--- src/design/hav_pkg.sv ---
`timescale 1ns / 1ps
// ----------------------------------------------------------------------------
// Haversine distance package
// Shared widths, turn constants and the elaboration-time CORDIC tables.
// ----------------------------------------------------------------------------
package hav_pkg;

  localparam int FRAC_BITS    = 32;
  localparam int CORDIC_STEPS = 32;

  localparam int CW   = FRAC_BITS + 4;      // CORDIC datapath, signed
  localparam int UW   = 34;                 // angle in units of 5e-8 degree
  localparam int MW   = 31;                 // folded angle magnitude
  localparam int SMW  = FRAC_BITS + 1;      // sine/cosine magnitude
  localparam int PRW  = 2 * SMW;            // magnitude products
  localparam int UMW  = SMW + 1;            // rounded cross products
  localparam int HW   = 2 * UMW + 1;        // haversine sum
  localparam int NW   = 2 * FRAC_BITS + 1;  // h and 1-h, up to one
  localparam int RTW  = FRAC_BITS + 1;      // square roots
  localparam int RW   = FRAC_BITS + 5;      // square root remainder
  localparam int ZW   = FRAC_BITS + 2;      // doubled central angle
  localparam int ZH   = ZW / 2;
  localparam int RMW  = 33;                 // radius in millimetres
  localparam int CFGW = 23;
  localparam int OUTW = 35;
  localparam int QS   = 62 - FRAC_BITS;
  localparam int ANG_SHIFT = 93 - FRAC_BITS;

  localparam logic signed [UW-1:0] HALF_TURN    = 34'sd3600000000;
  localparam logic signed [UW-1:0] FULL_TURN    = 34'sd7200000000;
  localparam logic signed [UW-1:0] QUARTER_TURN = 34'sd1800000000;

  localparam logic [63:0] PI_Q62  = 64'hC90FDAA22168C234;
  localparam logic [63:0] RAD_Q93 = ((PI_Q62 / 64'd3600000000) << 31) +
                                    (((PI_Q62 % 64'd3600000000) << 31) / 64'd3600000000);

  localparam logic [RMW-1:0] RADIUS_MM_RESET = 33'd6378137000;
  localparam logic [9:0]     MM_PER_M        = 10'd1000;

  // Q62 product with round half up.
  function automatic logic [63:0] mul_q62(input logic [63:0] a, input logic [63:0] b);
    logic [127:0] pr;
    pr = 128'(a) * 128'(b);
    pr = pr + (128'd1 << 61);
    return pr[125:62];
  endfunction

  // Arctangent of 2^-idx from its power series in Q62, rounded to FRAC_BITS.
  function automatic logic signed [CW-1:0] atan_entry(input int idx);
    logic [63:0] sum;
    logic [63:0] term;
    logic [63:0] rnd;
    int k;
    sum = 64'd0;
    k = 0;
    if (idx == 0) begin
      sum = PI_Q62 >> 2;
    end else begin
      while (idx * (2 * k + 1) <= 62) begin
        term = (64'd1 << (62 - idx * (2 * k + 1))) / 64'(2 * k + 1);
        if ((k & 1) != 0) sum = sum - term;
        else sum = sum + term;
        k++;
      end
    end
    rnd = (sum + (64'd1 << (QS - 1))) >> QS;
    return CW'(rnd);
  endfunction

  // Inverse CORDIC gain by Newton iteration in Q62.
  function automatic logic signed [CW-1:0] cordic_gain();
    logic [63:0] p;
    logic [63:0] y;
    logic [63:0] t;
    logic [63:0] f;
    logic [63:0] three;
    int i;
    p = 64'd1 << 62;
    y = 64'h2666666666666666;
    three = 64'd3 << 62;
    for (i = 0; i < CORDIC_STEPS; i++) begin
      if (2 * i < 64) p = p + (p >> (2 * i));
    end
    for (i = 0; i < 10; i++) begin
      t = mul_q62(p, mul_q62(y, y));
      f = (t < three) ? three - t : 64'd0;
      y = mul_q62(y, f) >> 1;
    end
    return CW'((y + (64'd1 << (QS - 1))) >> QS);
  endfunction

endpackage

--- src/design/hav_sqrt.sv ---
`timescale 1ns / 1ps
// ----------------------------------------------------------------------------
// Square root unit
// Restoring integer square root, one result bit per pipeline stage, truncated.
// ----------------------------------------------------------------------------
module hav_sqrt (
  input  logic                        clk,
  input  logic                        rst,
  input  logic                        en,
  input  logic                        in_vld,
  input  logic [hav_pkg::NW-1:0]      radicand,
  output logic                        out_vld,
  output logic [hav_pkg::RTW-1:0]     root
);

  localparam int N  = hav_pkg::RTW;
  localparam int DW = 2 * hav_pkg::RTW;

  logic [DW-1:0]          sn [N];
  logic [hav_pkg::RW-1:0] sr [N];
  logic [N-1:0]           sq [N];
  logic                   sv [N];

  for (genvar i = 0; i < N; i++) begin : g_bit
    logic [DW-1:0]          ni;
    logic [hav_pkg::RW-1:0] ri;
    logic [N-1:0]           qi;
    logic                   vi;
    logic [hav_pkg::RW-1:0] rem_sh;
    logic [hav_pkg::RW-1:0] trial;
    logic                   ge;

    if (i == 0) begin : g_first
      assign ni = DW'(radicand);
      assign ri = '0;
      assign qi = '0;
      assign vi = in_vld;
    end else begin : g_next
      assign ni = sn[i-1];
      assign ri = sr[i-1];
      assign qi = sq[i-1];
      assign vi = sv[i-1];
    end

    assign rem_sh = {ri[hav_pkg::RW-3:0], ni[DW-1 -: 2]};
    assign trial  = hav_pkg::RW'({qi, 2'b01});
    assign ge     = rem_sh >= trial;

    always_ff @(posedge clk) begin
      if (rst) sv[i] <= 1'b0;
      else if (en) sv[i] <= vi;
    end

    always_ff @(posedge clk) begin
      if (en) begin
        sn[i] <= ni << 2;
        sr[i] <= ge ? rem_sh - trial : rem_sh;
        sq[i] <= {qi[N-2:0], ge};
      end
    end
  end

  assign out_vld = sv[N-1];
  assign root    = sq[N-1];

endmodule

--- config.mk ---
export PLATFORM = sky130hd
export DESIGN_NAME = hav_sqrt
export DESIGN_NICKNAME = d
export VERILOG_FILES = /design/src/design/hav_pkg.sv /design/src/design/hav_sqrt.sv
export SDC_FILE = /design/constraint.sdc
export NUM_CORES = 2
export LEC_CHECK = 0
export BUFFER_PORTS_ARGS = -buffer_cell sky130_fd_sc_hd__buf_2
export CAP_MARGIN = 25
export CORE_MARGIN = 1
export CORE_UTILIZATION = 56
export CTS_BUF_LIST = sky130_fd_sc_hd__clkbuf_8
export DETAILED_ROUTE_END_ITERATION = 16
export PLACE_DENSITY = 0.72
export REMOVE_ABC_BUFFERS = 1
export SYNTH_ARGS = -nofsm -noshare
export SYNTH_HDL_FRONTEND = slang
export SYNTH_MEMORY_MAX_BITS = 65536
export SYNTH_SLANG_ARGS = --single-unit
--- constraint.sdc ---
create_clock -name clk -period 4.97 [get_ports clk]
set_input_delay 0.994 -clock clk [delete_from_list [all_inputs] [get_ports clk]]
set_output_delay 0.994 -clock clk [all_outputs]
set_load 0.005 [all_outputs]
==> summary.txt <==
Layout
  – Most frequent cells in the layout: edfxtp_1 (2,710), inv_1 (885), nand2_1 (765)
  – Commonest non-fill, non-tap cell in the layout: edfxtp_1
  – Fin area: 139,000 um2
  – FILL cells: 16,800
  – Area grow syn2layout: 10.7%
  – Utilization after layout: 62.5%
  – Final Non-Filler Cells: 13,600
  – Layout cells sized above 1: 8.25%
  – NumNets Final: 11,000

Hold path
  – Hold path depth: 1
  – End of the worst hold path: sn[0][26]
  – Worst min-delay path startpoint: radicand[26]
  – HP Class: primary input to flip-flop

Timing
  – Max frequency: 228 MHz
  – Tcrit/Tclk final: 88.2%
  – Final setup violating endpoints: 0
  – Post-route setup slack: 585 ps
  – Clk_skew: 118 ps
  – Slew margin rel.: 27.4%
  – RSZ-0062 raised after global routing: no
  – Fin crit period: 4390 ps
  – Slew Viols, Final: 0
  – Worst-Margin Slew: 1080 ps
  – Final hold violations: 0

Route
  – DRT Pass-1 Iters: 6
  – Via density: 5.67
  – Wire per inst: 19.2 um
  – Via count: 77,200
  – # DRC: 0
  – Final wirelength: 262 mm
  – Starting DRT DRC Count: 6,529
  – ANT nets after route: 0

Yosys
  – Ys async rst share: 0%
  – Number of enable flip-flop cells after synthesis: 2,710
  – Top FF cell, synth: edfxtp_1
  – Mapped Cells: 9,778
  – Synth Register Bits: 2,710
  – Syn Area/Cell: 12.9 um2
  – Seq/Total Area, Yosys: 64.7%
  – Unique masters post-synth: 86
  – YS warnings: 0
  – Syn Std Cell Area: 126,000 um2

Place
  – # port buffers: 102
  – Detailed placement HPWL: 188 mm
  – Placement Cell Area: 131,000 um2
  – Number of cells after detailed placement: 12,800
  – Setup WS pre-CTS: 591 ps
  – Routability cong.: 0.936

Critical path
  – R2R Path End: sr[0][732]
  – Arrival @ worst endpoint: 5150 ps
  – R2r startpoint: sr[0][676]
  – Crit-path max FO: 6
  – Setup CP Type: flip-flop to flip-flop
  – CP startpoint kind: flip-flop
  – WP data required: 5730 ps
  – R2R cell count: 11
  – Crit end category: flip-flop
  – FF-to-FF setup slack: 580 ps

Pwr
  – P_sw: 18.3 mW
  – Gate power share: 21.3%
  – Clock network power share: 28.8%
  – Sequential share of power: 50.0%
  – Int Pwr: 43.4 mW
  – Pleak: 53.6 nW
  – Power density cells: 443 nW/um2
  – Max IR drop VDD: 0.319 mV
  – Sw Ratio: 29.6%

Floorplan
  – Row Count: 173
  – Die height: 476 um
  – Core ar.: 223,000 um2
  – Die area: 227,000 um2
  – Number of I/O pins: 103
  – Starting density of the core: 56.5%
  – Die X: 476 um

GRT
  – Initial antenna violation count: 7
  – GRT Overall Usage: 22.9%
  – Largest net degree at the start of global routing: 138
  – Vias in the first global route: 75,300
  – Total gr overflow: 0
  – Global-route wire length before repair: 410 mm

Clock network
  – Htree depth: 5
  – Post-CTS setup repair buffer count: 0
  – Clock root buffer: clkbuf_8
  – Skew-Pair Late Insertion Delay: 1130 ps
  – Clock Pin Slew Worst Setup and Hold Paths: 60 ps
  – Total CTS buffers: 443
  – Clock tree buffer depth: 4
  – CTS resizes: 0
  – CTS sink count: 2,710
  – CTS tree: built

Outcome
  – Status: finished, final reports clean

Flow run
  – Max cap viols: 0
==> worst max path at each step <==
stage | startpoint | to | slack [ps] | cells after the start
finish | sr[0][676] | sr[0][732] | 580 | 11
global route | sr[0][1036] | sr[0][1084] | 370 | 11
CTS | sr[0][676] | sr[0][732] | 540 | 11
detailed placement | sr[0][676] | sr[0][732] | 590 | 11
global placement | sr[0][1118] | sr[0][1151] | 750 | 11
floorplan | sr[0][1118] | sr[0][1151] | -250 | 10
==> per-layer routing <==
layer	up-vias	track usage, %	routed length [um]
met2	2239	36.9	122000
met3	567	3.32	13300
met5	-	0	20
li1	37200	-	-
met1	37100	32.2	118000
met4	2	7.45	7540
==> cell type report <==
cell class                 instances  area (um2)  area share, %
tap                             2975        3720           2.67
multi-input combinational       6109       41000           29.4
clock inverter                   319        1830           1.31
sequential                      2710       81400           58.4
antenna                            6        15.0         0.0108
inverter                         760        2850           2.05
clock buffer                     446        6140           4.41
timing repair buffer             274        2380           1.71
==> sequential cells by signal (all words and copies together), names as in the netlist <==
register / count
sn: 1056
sq: 561
sv: 33
sr: 1060
==> cells in the mapped netlist (58+ instances only) <==
cell type  count  share of area (%)
nor2b_1       78               0.39
xnor2_1      467                3.3
nor2_1       511                1.5
inv_1        757                2.3
clkbuf_1     186               0.55
edfxtp_1    2710                 65
nand3_1      147               0.58
a21oi_1      532                2.1
nor4_1       121               0.60
a31oi_1       58               0.29
nor3_1       268                1.1
nand4_1      103               0.51
xor2_1       421                2.9
o31ai_1       84               0.50
or3_1        116               0.58
ha_1         593                5.9
nand2_1      765                2.3
nand2b_1     125               0.62
and2_1        80               0.40
a21o_1       262                1.6
o21ai_0      616                2.5
o21bai_1      63               0.38
o21a_1        93               0.55
==> power by group through the flow <==
stage	clock network, mW	logic (mW)	registers, mW
2_1_floorplan	0	9.44	30.3
3_3_place_gp	0	12.7	31.2
3_5_place_dp	0	12.9	31.3
4_1_cts	18.3	13.0	30.8
5_1_grt	19.3	14.5	31.1
6_report	17.8	13.1	30.8
==> what timing repair did <==
| item | CTS | global route |
|---|---|---|
| hold buffers | 64 | 0 |
| endpoints found under the setup margin | 0 | 0 |
| hold endpoints to repair | 64 | 0 |
==> through the flow <==
step	setup TNS, ps	total power [mW]	hold slack, ps
final	0	61.7	128
after global routing	0	64.9	56.3
after CTS	0	62.2	24.5
after detailed placement	0	44.2	405
after global placement	0	43.9	400
after floorplan	-7490	39.8	400
==> cells by family after synthesis <==
logic type,Yosys count,share of synthesized area (%)
flops,2710,64.7
simple gates,2566,10.1
compound gates,2009,9.84
buf+inv,959,2.86
xor+xnor,888,6.18
fa+ha+maj,593,5.90
mux,52,0.456
other cells,1,0.00298
==> critical path, stage by stage (launching register included) <==
cell and delay (ps):
edfxtp_1 410, ha_1 420, and3_1 310, nand2_1 70, or4_1 470, nor4_1 590
a21o_1 300, a211oi_4 50, nor4_1 640, nand2_1 330, nor3b_1 370, xor2_1 120
Power figures use the tool's default switching activity.
